==> src/sv/i2ctrb_pkg.sv <==
`timescale 1ns / 1ps

package i2ctrb_pkg;

  localparam int unsigned BUFFER_DEPTH_DEF = 255;
  localparam int unsigned APB_AW           = 3;
  localparam int unsigned APB_DW           = 32;

  localparam logic [7:0] PTR_NONE = 8'hFF;

  typedef enum logic [2:0] {
    REQ_ADDR_WR = 3'd0,
    REQ_BYTE_RX = 3'd1,
    REQ_ADDR_RD = 3'd2,
    REQ_BYTE_TX = 3'd3,
    REQ_OTHER   = 3'd4,
    REQ_HOST_WR = 3'd5,
    REQ_HOST_RD = 3'd6
  } req_e;

  typedef enum logic {
    REG_OWN_ADDR = 1'b0,
    REG_ENABLE   = 1'b1
  } cfg_reg_e;

  typedef struct packed {
    logic [6:0] own_address;
    logic       enable;
  } cfg_t;

  typedef struct packed {
    logic       ce;
    logic       we;
    logic       re;
    logic [7:0] waddr;
    logic [7:0] wdata;
    logic [7:0] raddr;
  } store_ctl_t;

endpackage

==> src/sv/i2ctrb_if.sv <==
`timescale 1ns / 1ps

interface i2ctrb_req_if;
  logic       valid;
  logic       ready;
  logic [2:0] req_type;
  logic [7:0] data;
  logic [7:0] host_index;

  modport source (output valid, req_type, data, host_index, input ready);
  modport sink   (input valid, req_type, data, host_index, output ready);
endinterface

interface i2ctrb_rsp_if;
  logic       valid;
  logic       ready;
  logic       ack;
  logic [7:0] tx_byte;
  logic [7:0] host_read_data;
  logic [7:0] pointer_now;

  modport source (output valid, ack, tx_byte, host_read_data, pointer_now, input ready);
  modport sink   (input valid, ack, tx_byte, host_read_data, pointer_now, output ready);
endinterface

==> src/sv/i2ctrb_store.sv <==
`timescale 1ns / 1ps

module i2ctrb_store
  import i2ctrb_pkg::*;
#(
  parameter int unsigned DEPTH = BUFFER_DEPTH_DEF
) (
  input  logic       clk_i,
  input  logic       rst_ni,
  input  store_ctl_t ctl_i,
  output logic [7:0] rdata_o
);

  localparam int unsigned AW = (DEPTH > 1) ? $clog2(DEPTH) : 1;

  logic [7:0]       mem [DEPTH];
  logic [DEPTH-1:0] vld_q;
  logic [7:0]       rdata_q;
  logic             hit_q;

  always_ff @(posedge clk_i or negedge rst_ni) begin
    if (!rst_ni) begin
      vld_q <= '0;
      hit_q <= 1'b0;
    end else begin
      if (ctl_i.we) begin
        vld_q[ctl_i.waddr[AW-1:0]] <= 1'b1;
      end
      if (ctl_i.ce) begin
        hit_q <= ctl_i.re && vld_q[ctl_i.raddr[AW-1:0]];
      end
    end
  end

  always_ff @(posedge clk_i) begin
    if (ctl_i.we) begin
      mem[ctl_i.waddr[AW-1:0]] <= ctl_i.wdata;
    end
    if (ctl_i.ce) begin
      rdata_q <= mem[ctl_i.raddr[AW-1:0]];
    end
  end

  assign rdata_o = hit_q ? rdata_q : 8'h00;

endmodule

==> src/sv/i2ctrb_cfg.sv <==
`timescale 1ns / 1ps

module i2ctrb_cfg
  import i2ctrb_pkg::*;
(
  input  logic              clk_i,
  input  logic              rst_ni,
  input  logic              psel,
  input  logic              penable,
  input  logic              pwrite,
  input  logic [APB_AW-1:0] paddr,
  input  logic [APB_DW-1:0] pwdata,
  output logic [APB_DW-1:0] prdata,
  output logic              pready,
  output cfg_t              cfg_o
);

  cfg_t     cfg_d, cfg_q;
  cfg_reg_e sel;
  logic     wr;

  assign sel    = cfg_reg_e'(paddr[2]);
  assign wr     = psel && penable && pwrite;
  assign pready = 1'b1;

  always_comb begin
    cfg_d = cfg_q;
    if (wr) begin
      unique case (sel)
        REG_OWN_ADDR: cfg_d.own_address = pwdata[6:0];
        REG_ENABLE:   cfg_d.enable      = pwdata[0];
        default:      cfg_d             = cfg_q;
      endcase
    end
  end

  always_comb begin
    unique case (sel)
      REG_OWN_ADDR: prdata = {{(APB_DW-7){1'b0}}, cfg_q.own_address};
      REG_ENABLE:   prdata = {{(APB_DW-1){1'b0}}, cfg_q.enable};
      default:      prdata = '0;
    endcase
  end

  always_ff @(posedge clk_i or negedge rst_ni) begin
    if (!rst_ni) begin
      cfg_q <= '0;
    end else begin
      cfg_q <= cfg_d;
    end
  end

  assign cfg_o = cfg_q;

endmodule

==> src/sv/i2c_target_register_buffer.sv <==
// Throughput: one event per cycle unless responses stall, set by the pointer update and
// store port. Requests go from the input stage to the output stage when it is free.
// Store reads are synchronous and land directly in the response register.
// Reset (rst_ni low, asynchronous): pointer to none selected, stores read as zero,
// enable and own address cleared, both pipeline stages empty.
`timescale 1ns / 1ps

module i2c_target_register_buffer
  import i2ctrb_pkg::*;
#(
  parameter int unsigned BUFFER_DEPTH = BUFFER_DEPTH_DEF
) (
  input  logic              clk_i,
  input  logic              rst_ni,
  i2ctrb_req_if.sink        req_i,
  i2ctrb_rsp_if.source      rsp_o,
  input  logic              psel,
  input  logic              penable,
  input  logic              pwrite,
  input  logic [APB_AW-1:0] paddr,
  input  logic [APB_DW-1:0] pwdata,
  output logic [APB_DW-1:0] prdata,
  output logic              pready
);

  localparam logic [7:0] DEPTH8 = 8'(BUFFER_DEPTH);

  cfg_t       cfg;
  store_ctl_t rx_ctl, tx_ctl;

  logic       in_valid_q;
  logic [2:0] type_q;
  logic [7:0] data_q, hidx_q;
  logic       out_valid_q;
  logic       ack_d, ack_q;
  logic [7:0] ptr_d, ptr_q, ptr_out_q;
  logic [7:0] ptr_inc;
  logic       adv;
  logic       rx_we, tx_we, rx_re, tx_re;

  i2ctrb_cfg u_cfg (
    .clk_i   (clk_i),
    .rst_ni  (rst_ni),
    .psel    (psel),
    .penable (penable),
    .pwrite  (pwrite),
    .paddr   (paddr),
    .pwdata  (pwdata),
    .prdata  (prdata),
    .pready  (pready),
    .cfg_o   (cfg)
  );

  assign adv         = in_valid_q && (!out_valid_q || rsp_o.ready);
  assign req_i.ready = !in_valid_q || adv;
  assign ptr_inc     = ptr_q + 8'd1;

  always_comb begin
    ptr_d = ptr_q;
    ack_d = 1'b0;
    rx_we = 1'b0;
    tx_we = 1'b0;
    rx_re = 1'b0;
    tx_re = 1'b0;
    unique case (req_e'(type_q)) inside
      REQ_HOST_WR: tx_we = hidx_q < DEPTH8;
      REQ_HOST_RD: rx_re = hidx_q < DEPTH8;
      REQ_ADDR_WR: begin
        if (cfg.enable) begin
          ptr_d = PTR_NONE;
          ack_d = 1'b1;
        end
      end
      REQ_BYTE_RX: begin
        if (cfg.enable) begin
          if (ptr_q == PTR_NONE) begin
            ptr_d = data_q;
            ack_d = 1'b1;
          end else begin
            rx_we = ptr_q < DEPTH8;
            ptr_d = ptr_inc;
            ack_d = ptr_inc < DEPTH8;
          end
        end
      end
      REQ_ADDR_RD, REQ_BYTE_TX: begin
        if (cfg.enable) begin
          tx_re = ptr_q < DEPTH8;
          ptr_d = (ptr_q == PTR_NONE) ? PTR_NONE : ptr_inc;
          ack_d = ((ptr_q == PTR_NONE) ? PTR_NONE : ptr_inc) < DEPTH8;
        end
      end
      default: ack_d = cfg.enable;
    endcase
  end

  always_comb begin
    rx_ctl       = '0;
    rx_ctl.ce    = adv;
    rx_ctl.we    = adv && rx_we;
    rx_ctl.re    = rx_re;
    rx_ctl.waddr = ptr_q;
    rx_ctl.wdata = data_q;
    rx_ctl.raddr = hidx_q;
    tx_ctl       = '0;
    tx_ctl.ce    = adv;
    tx_ctl.we    = adv && tx_we;
    tx_ctl.re    = tx_re;
    tx_ctl.waddr = hidx_q;
    tx_ctl.wdata = data_q;
    tx_ctl.raddr = ptr_q;
  end

  i2ctrb_store #(.DEPTH(BUFFER_DEPTH)) u_rx_store (
    .clk_i   (clk_i),
    .rst_ni  (rst_ni),
    .ctl_i   (rx_ctl),
    .rdata_o (rsp_o.host_read_data)
  );

  i2ctrb_store #(.DEPTH(BUFFER_DEPTH)) u_tx_store (
    .clk_i   (clk_i),
    .rst_ni  (rst_ni),
    .ctl_i   (tx_ctl),
    .rdata_o (rsp_o.tx_byte)
  );

  always_ff @(posedge clk_i or negedge rst_ni) begin
    if (!rst_ni) begin
      in_valid_q  <= 1'b0;
      out_valid_q <= 1'b0;
      ptr_q       <= PTR_NONE;
    end else begin
      if (req_i.ready) begin
        in_valid_q <= req_i.valid;
      end
      if (adv) begin
        out_valid_q <= 1'b1;
        ptr_q       <= ptr_d;
      end else if (rsp_o.ready) begin
        out_valid_q <= 1'b0;
      end
    end
  end

  always_ff @(posedge clk_i) begin
    if (req_i.valid && req_i.ready) begin
      type_q <= req_i.req_type;
      data_q <= req_i.data;
      hidx_q <= req_i.host_index;
    end
    if (adv) begin
      ack_q     <= ack_d;
      ptr_out_q <= ptr_d;
    end
  end

  assign rsp_o.valid       = out_valid_q;
  assign rsp_o.ack         = ack_q;
  assign rsp_o.pointer_now = ptr_out_q;

endmodule

==> src/flat_wrapper.sv <==
// flat-port wrapper written by rule: the top's interface ports become plain ports
module i2c_target_register_buffer_flat import i2ctrb_pkg::*;
#(
  parameter int unsigned BUFFER_DEPTH = BUFFER_DEPTH_DEF
)
  (clk_i, rst_ni, psel, penable, pwrite, paddr, pwdata, prdata, pready, req_i_valid, req_i_req_type, req_i_data, req_i_host_index, req_i_ready, rsp_o_valid, rsp_o_ack, rsp_o_tx_byte, rsp_o_host_read_data, rsp_o_pointer_now, rsp_o_ready);
  i2ctrb_req_if req_i_i ();
  i2ctrb_rsp_if rsp_o_i ();
  input  logic clk_i;
  input  logic rst_ni;
  input  logic psel;
  input  logic penable;
  input  logic pwrite;
  input  logic [APB_AW-1:0] paddr;
  input  logic [APB_DW-1:0] pwdata;
  output logic [APB_DW-1:0] prdata;
  output logic pready;
  input wire logic [$bits(req_i_i.valid)-1:0] req_i_valid;
  input wire logic [$bits(req_i_i.req_type)-1:0] req_i_req_type;
  input wire logic [$bits(req_i_i.data)-1:0] req_i_data;
  input wire logic [$bits(req_i_i.host_index)-1:0] req_i_host_index;
  output wire logic [$bits(req_i_i.ready)-1:0] req_i_ready;
  output wire logic [$bits(rsp_o_i.valid)-1:0] rsp_o_valid;
  output wire logic [$bits(rsp_o_i.ack)-1:0] rsp_o_ack;
  output wire logic [$bits(rsp_o_i.tx_byte)-1:0] rsp_o_tx_byte;
  output wire logic [$bits(rsp_o_i.host_read_data)-1:0] rsp_o_host_read_data;
  output wire logic [$bits(rsp_o_i.pointer_now)-1:0] rsp_o_pointer_now;
  input wire logic [$bits(rsp_o_i.ready)-1:0] rsp_o_ready;
  assign req_i_i.valid = req_i_valid;
  assign req_i_i.req_type = req_i_req_type;
  assign req_i_i.data = req_i_data;
  assign req_i_i.host_index = req_i_host_index;
  assign req_i_ready = req_i_i.ready;
  assign rsp_o_valid = rsp_o_i.valid;
  assign rsp_o_ack = rsp_o_i.ack;
  assign rsp_o_tx_byte = rsp_o_i.tx_byte;
  assign rsp_o_host_read_data = rsp_o_i.host_read_data;
  assign rsp_o_pointer_now = rsp_o_i.pointer_now;
  assign rsp_o_i.ready = rsp_o_ready;
  i2c_target_register_buffer #(.BUFFER_DEPTH(BUFFER_DEPTH)) u_core (.clk_i(clk_i), .rst_ni(rst_ni), .req_i(req_i_i), .rsp_o(rsp_o_i), .psel(psel), .penable(penable), .pwrite(pwrite), .paddr(paddr), .pwdata(pwdata), .prdata(prdata), .pready(pready));
endmodule
==> config.mk <==
export PLATFORM = sky130hd
export DESIGN_NAME = i2c_target_register_buffer_flat
export DESIGN_NICKNAME = d
export VERILOG_FILES = /design/src/sv/i2ctrb_pkg.sv /design/src/sv/i2ctrb_if.sv /design/src/sv/i2ctrb_store.sv /design/src/sv/i2ctrb_cfg.sv /design/src/sv/i2c_target_register_buffer.sv /design/src/flat_wrapper.sv
export SDC_FILE = /design/constraint.sdc
export NUM_CORES = 2
export LEC_CHECK = 0
export BUFFER_PORTS_ARGS = -buffer_cell sky130_fd_sc_hd__buf_2
export CAP_MARGIN = 30
export CORE_MARGIN = 10
export CORE_UTILIZATION = 40
export DETAILED_ROUTE_END_ITERATION = 8
export PLACE_DENSITY_LB_ADDON = 0.15
export SLEW_MARGIN = 40
export SYNTH_ARGS = -nofsm -noshare
export SYNTH_HDL_FRONTEND = slang
export SYNTH_SLANG_ARGS = --single-unit
==> constraint.sdc <==
create_clock -name clk_i -period 9 [get_ports clk_i]
set_clock_uncertainty 0.05 [all_clocks]
set_input_delay 1.8 -clock clk_i [delete_from_list [all_inputs] [get_ports clk_i]]
set_output_delay 1.8 -clock clk_i [all_outputs]
set_load 0.05 [all_outputs]
# Yosys cells after proc, flatten, opt, wreduce, memory -nomap -nowiden
# Memory sizes are Yosys's and may differ from the RTL's. A register that Yosys moved wholly into a read port is not among the register bits.
# Index checks and enable logic that the tools add are counted.
# word_totals
reg_bits	558
latch_bits	0
mem_bits_rw	4080
rom_bits	0
in_bits	61
memories	2
# memory_table
memory	words	word_bits	read_ports	rd_clocked_by_memory_dff	write_ports	line	text
u_core.u_rx_store.mem	255	8	1	1	1	i2ctrb_store.sv:16	logic [7:0] mem [DEPTH];
u_core.u_tx_store.mem	255	8	1	1	1	i2ctrb_store.sv:16	
# op_classes
n_addsub	1
n_mul	0
div_mod_pow	0
order_cmp	8
eq_ne	6
shift	0
mux	35
bitwise	3
n_reduce_logical	20
# op_table
cell	n
255-bit OR	2
32-bit one-hot mux with 2 select lines	1
8-bit two-way mux	7
8-bit less-than comparator (second input constant)	4
8-bit one-hot mux with 3 select lines	1
1-bit two-way mux	21
8-bit by 9-bit less-than comparator with 1-bit output (second input constant)	2
1-bit binary-select mux with 8-bit select	2
1-bit demux with 8-bit select	2
8-bit by 1-bit greater-or-equal comparator with 1-bit output (second input constant)	2
1-bit logical AND	10
8-bit by 1-bit adder with 8-bit output (second input constant)	1
8-bit == test (second input constant)	1
3-bit by 2-bit == test with 1-bit output (second input constant)	2
3-bit == test (second input constant)	2
1-bit one-hot mux with 4 select lines	1
2-bit AND reduction	2
2-bit OR reduction	2
3-bit by 1-bit == test with 1-bit output (second input constant)	1
3-bit logical NOT	1
1-bit logical NOT	2
1-bit logical OR	2
2-bit nonzero test	1
1-bit NOT	1

# Logic depth before layout (Yosys ltp)
# logic_depth
depth_word	7
mapped_depth	13
mapped_depth_nobuf	8

# Hierarchy
# From an unflattened synthesis, not the netlist that was laid out.
# unflattened
cells_unflattened	8367
area_unflattened_um2	181275.1
# by_module_without_submodules
mod	instances	cells_per_inst	area_each_um2
i2ctrb_store at u_core.u_rx_store	1	4106	89438.3
i2ctrb_store at u_core.u_tx_store	1	4051	89365.7
i2c_target_register_buffer	1	157	1884.3
i2ctrb_cfg	1	53	586.8

# Worst setup path after synthesis
# No wires, ideal clock.
# synth_timing
path_type	reg-to-reg
startpoint	register u_core.data_q[7]
endpoint	memory u_core.u_rx_store.mem[0][7], data pin
setup_ps	1434
arrival_ps	6150
t_required_ps	7516
setup_slack_ps	1366
path_stages_with_launch	1
period_less_slack_ps	7634
path_cell_list	edfxtp_1
# synth_rtl
element	line	text
from (decl)	i2c_target_register_buffer.sv:33	logic [7:0] data_q, hidx_q;
from (signal assigned)	i2c_target_register_buffer.sv:149	data_q <= req_i.data;
to (decl)	i2ctrb_store.sv:16	
# No word-level cell before the write port.

# Final worst setup path
# layout_timing
startpoint	register u_core.hidx_q[3]
endpoint	memory u_core.u_tx_store.mem[66][0] (enable)
# layout_between
elab_chain_len	5
# layout_lines
element	line	text
from (decl)	i2c_target_register_buffer.sv:33	
from (signal assigned)	i2c_target_register_buffer.sv:150	hidx_q <= req_i.host_index;
8-bit less-than comparator	i2c_target_register_buffer.sv:66	REQ_HOST_WR: tx_we = hidx_q < DEPTH8;
1-bit two-way mux	i2c_target_register_buffer.sv:65	unique case (req_e'(type_q)) inside
1-bit logical AND	i2c_target_register_buffer.sv:107	tx_ctl.we = adv && tx_we;
1-bit two-way mux	i2ctrb_store.sv:36	if (ctl_i.we) begin
1-bit two-way mux (implied by the code)	i2ctrb_store.sv:37	mem[ctl_i.waddr[AW-1:0]] <= ctl_i.wdata;
to (decl)	i2ctrb_store.sv:16	
# Several ways; a longest one is shown, not always the timed one.

==> impl_metrics.tcl <==
set metrics [dict create \
    required_ns 9.60 \
    pwr-share-comb_pct 17.6 \
    grt_pass1_vias 89252 \
    period_minus_slack_ns 5.309 \
    synthXorXnorAreaFrac_pct 0.009687 \
    drv_cap 0 \
    num_vias 86419 \
    cts_setup_buffers 0 \
    drt-total-wl_mm 506.6 \
    p_clk_share_pct 37.7 \
    synth.area.mux_share_pct 17.68 \
    fmax_mhz 188.4 \
    post-place-ws_ns 2.766 \
    root_buffer "clkbuf_16" \
    status "finished clean" \
    crit_path_end_kind "flip-flop" \
    synth-seq-cells 4654 \
    synthTopCellsByArea "edfxtp_1 (68%), mux4_2 (17%), dfrtp_1 (7.2%)" \
    dp_hpwl_mm 309.1 \
    hold_class "reg -> reg" \
    pwr-share-seq_pct 44.6 \
    period_share_pct 58.98 \
    rsz0062_at_grt "no" \
    finalSetupViolCount 0 \
    pin_count 121 \
    yosys.area.top_type_share_pct 68.48 \
    finalMaxSlewViolations 0 \
    layout-area-overhead-vs-synth_pct 14.14 \
    htreeDepth 5 \
    final_nets 8730 \
    final-hold-violation-count 0 \
    ys_async_sr_fraction_pct 11.39 \
    synth_most_common_cell "edfxtp_1" \
    hold_buffers 0 \
    wl_per_cell_um 33.65 \
    drtPass1Iterations 6 \
    layout_setup_ws_ns 3.691 \
    synth_area_um2 180800 \
    drt_iter0_drc 9225 \
    coreArea_um2 449700 \
    initial_core_util_pct 40.21 \
    synthFlopType "edfxtp_1" \
    rows 246 \
    grt_usage_pct 20.70 \
    cts_resized 0 \
    final_area_um2 206400 \
    p_sw_mw 14.46 \
    clock_latency_ns 1.04 \
    cts_tree "done" \
    slew_headroom_pct 36.61 \
    netlist_instances 8338 \
    worst_slew_pin_slew_ns 0.9457 \
    grt.overflow.total 0 \
    arrival_ns 5.91 \
    crit_type "reg -> reg" \
    synthAdderAreaFrac_pct 0.02768 \
    synth_top_cell_by_area "edfxtp_1" \
    path_clk_slew_ns 0.06 \
    grt_pass1_wl_mm 710.6 \
    drc 0 \
    grt_max_degree 200 \
    io_buffers 67 \
    multiInputGateArea_um2 42790 \
    synthTopCellsByCount "edfxtp_1 (4124), mux4_2 (1353), nor2_1 (553)" \
    synth-edff-count 4124 \
    avgSynthCellArea_um2 21.69 \
    yosysSeqAreaShare_pct 75.82 \
    clock-sinks 4654 \
    fin_tns_setup_ns 0 \
    ir_worst_vdd_mv 0.2082 \
    fp.dieArea_um2 479400 \
    antenna_found_initial 20 \
    whs_ns 0.4101 \
    place_area_um2 189300 \
    numCtsBuffers 479 \
    die_h_um 692.4 \
    p_leak_nw 68.46 \
    swShare_pct 26.99 \
    startpoint_type "flip-flop" \
    intPower_mw 39.10 \
    fillers 37319 \
    power_per_cell_area_nw_per_um2 259.5 \
    chipWidth_um 692.4 \
    drive_above_1_share_pct 38.46 \
    avgViaCountPerCell 5.739 \
    ys_types 75 \
    synth_top_family_by_area "multiplexers" \
    synth-simple-area-share_pct 3.915 \
    synth-compound-area-share_pct 1.086 \
    cts_buffer_depth 4 \
    place_congestion 0.8377 \
    ys.warnings.count 0 \
    ant_nets 0 \
    seq_area_um2 137100 \
    crit_fanout 17 \
]
-- sequential cells by signal, summed over array words and instances (netlist names), 8 cells and up --
signal,cells
u_core.u_rx_store.mem,2040
u_core.u_tx_store.mem,2040
u_core.u_rx_store.vld_q,255
u_core.u_tx_store.vld_q,255
u_core.data_q,8
u_core.hidx_q,8
u_core.ptr_q,8
u_core.rsp_o.pointer_now,8
u_core.u_cfg.cfg_o,8
u_core.u_rx_store.rdata_q,8
u_core.u_tx_store.rdata_q,8
-- through the flow --
step	power (mW)	utilization, %	cells
floorplan	30.11	-	8362
global placement	33.76	41.90	14115
detailed placement	33.90	42.10	14126
CTS	54.06	45.68	15038
global route	55.17	45.89	15053
finish	53.56	45.90	15058
-- per-layer routing --
layer / global-route usage, % / part of all wire, % / vias up
li1: - / - / 35059
met1: 28.54 / 41 / 47587
met2: 33.65 / 48 / 3032
met3: 3.956 / 7.1 / 731
met4: 6.138 / 3.4 / 10
met5: 0 / 0.013 / -
-- layout make-up --
type                    instances  area share, %
flip-flops and latches       4654          66.44
multi-input cells            3223          20.73
clock buffers                 667          6.506
well taps                    5952          3.608
repair buffers                292          1.380
clock inverters               245          1.291
inverters                      15        0.03213
diodes                         10        0.01212
-- power groups by stage --
| stage | clock network [mW] | registers, mW | logic, mW |
|---|---|---|---|
| 3_5_place_dp | 0 | 24.4 | 9.54 |
| 2_1_floorplan | 0 | 24.5 | 5.57 |
| 3_3_place_gp | 0 | 24.4 | 9.40 |
| 5_1_grt | 21.5 | 23.9 | 9.80 |
| 6_report | 20.2 | 23.9 | 9.45 |
| 4_1_cts | 20.6 | 23.9 | 9.56 |
-- placed cells by master (no fill, tap or decap), types with 12 or more instances in the layout --
cell / instances
a21oi_1: 32
a22o_1: 15
a22oi_1: 60
a31oi_1: 14
a32oi_1: 14
and2_1: 20
buf_12: 39
buf_16: 12
buf_2: 66
buf_4: 152
buf_6: 21
bufinv_16: 46
clkbuf_1: 119
clkbuf_16: 483
clkbuf_8: 66
clkinv_1: 38
clkinv_2: 112
clkinvlp_4: 18
conb_1: 26
dfrtp_1: 522
edfxtp_1: 4124
inv_6: 13
mux2_2: 23
mux2i_1: 118
mux4_2: 1353
nand2_1: 121
nand2_2: 41
nand2b_1: 12
nand3_1: 39
nand4_1: 13
nor2_1: 87
nor2_2: 465
nor2b_1: 21
o21ai_0: 36
o22ai_1: 24
o32ai_1: 13
or2_2: 507
-- worst max-delay path: stages (launching register included) --
cell	delay (ns)
edfxtp_1	0.35
buf_4	0.26
and2_2	0.44
nand3_4	0.16
buf_4	0.38
buf_12	0.31
o211ai_1	0.15
nor2_2	0.66
buf_4	0.52
nand3_1	0.66
nor2_1	0.86
-- kinds of logic after synthesis --
group / Yosys count
flops: 4654
mux: 1500
simple gates: 1418
buf+inv: 485
compound gates: 273
fa+ha+maj: 4
other cells: 2
xor+xnor: 2
-- final timing paths --
check	from	endpoint	slack, ns	depth (start not counted)
worst max-delay path	u_core.hidx_q[3]$_DFFE_PP_	u_core.u_tx_store.mem[66][0]$_DFFE_PP_	3.69	10
worst min-delay path	u_core.u_rx_store.vld_q[18]$_DFFE_PN0P_	u_core.u_rx_store.vld_q[18]$_DFFE_PN0P_	0.41	1
worst max register to register	u_core.hidx_q[3]$_DFFE_PP_	u_core.u_tx_store.mem[66][0]$_DFFE_PP_	3.69	10
worst min register to register	u_core.u_rx_store.vld_q[18]$_DFFE_PN0P_	u_core.u_rx_store.vld_q[18]$_DFFE_PN0P_	0.41	1
max in group asynchronous	rst_ni	u_core.u_rx_store.vld_q[82]$_DFFE_PN0P_	6.40	3
min in group asynchronous	rst_ni	u_core.u_tx_store.vld_q[194]$_DFFE_PN0P_	0.67	1
(Power assumes the default switching activity.)
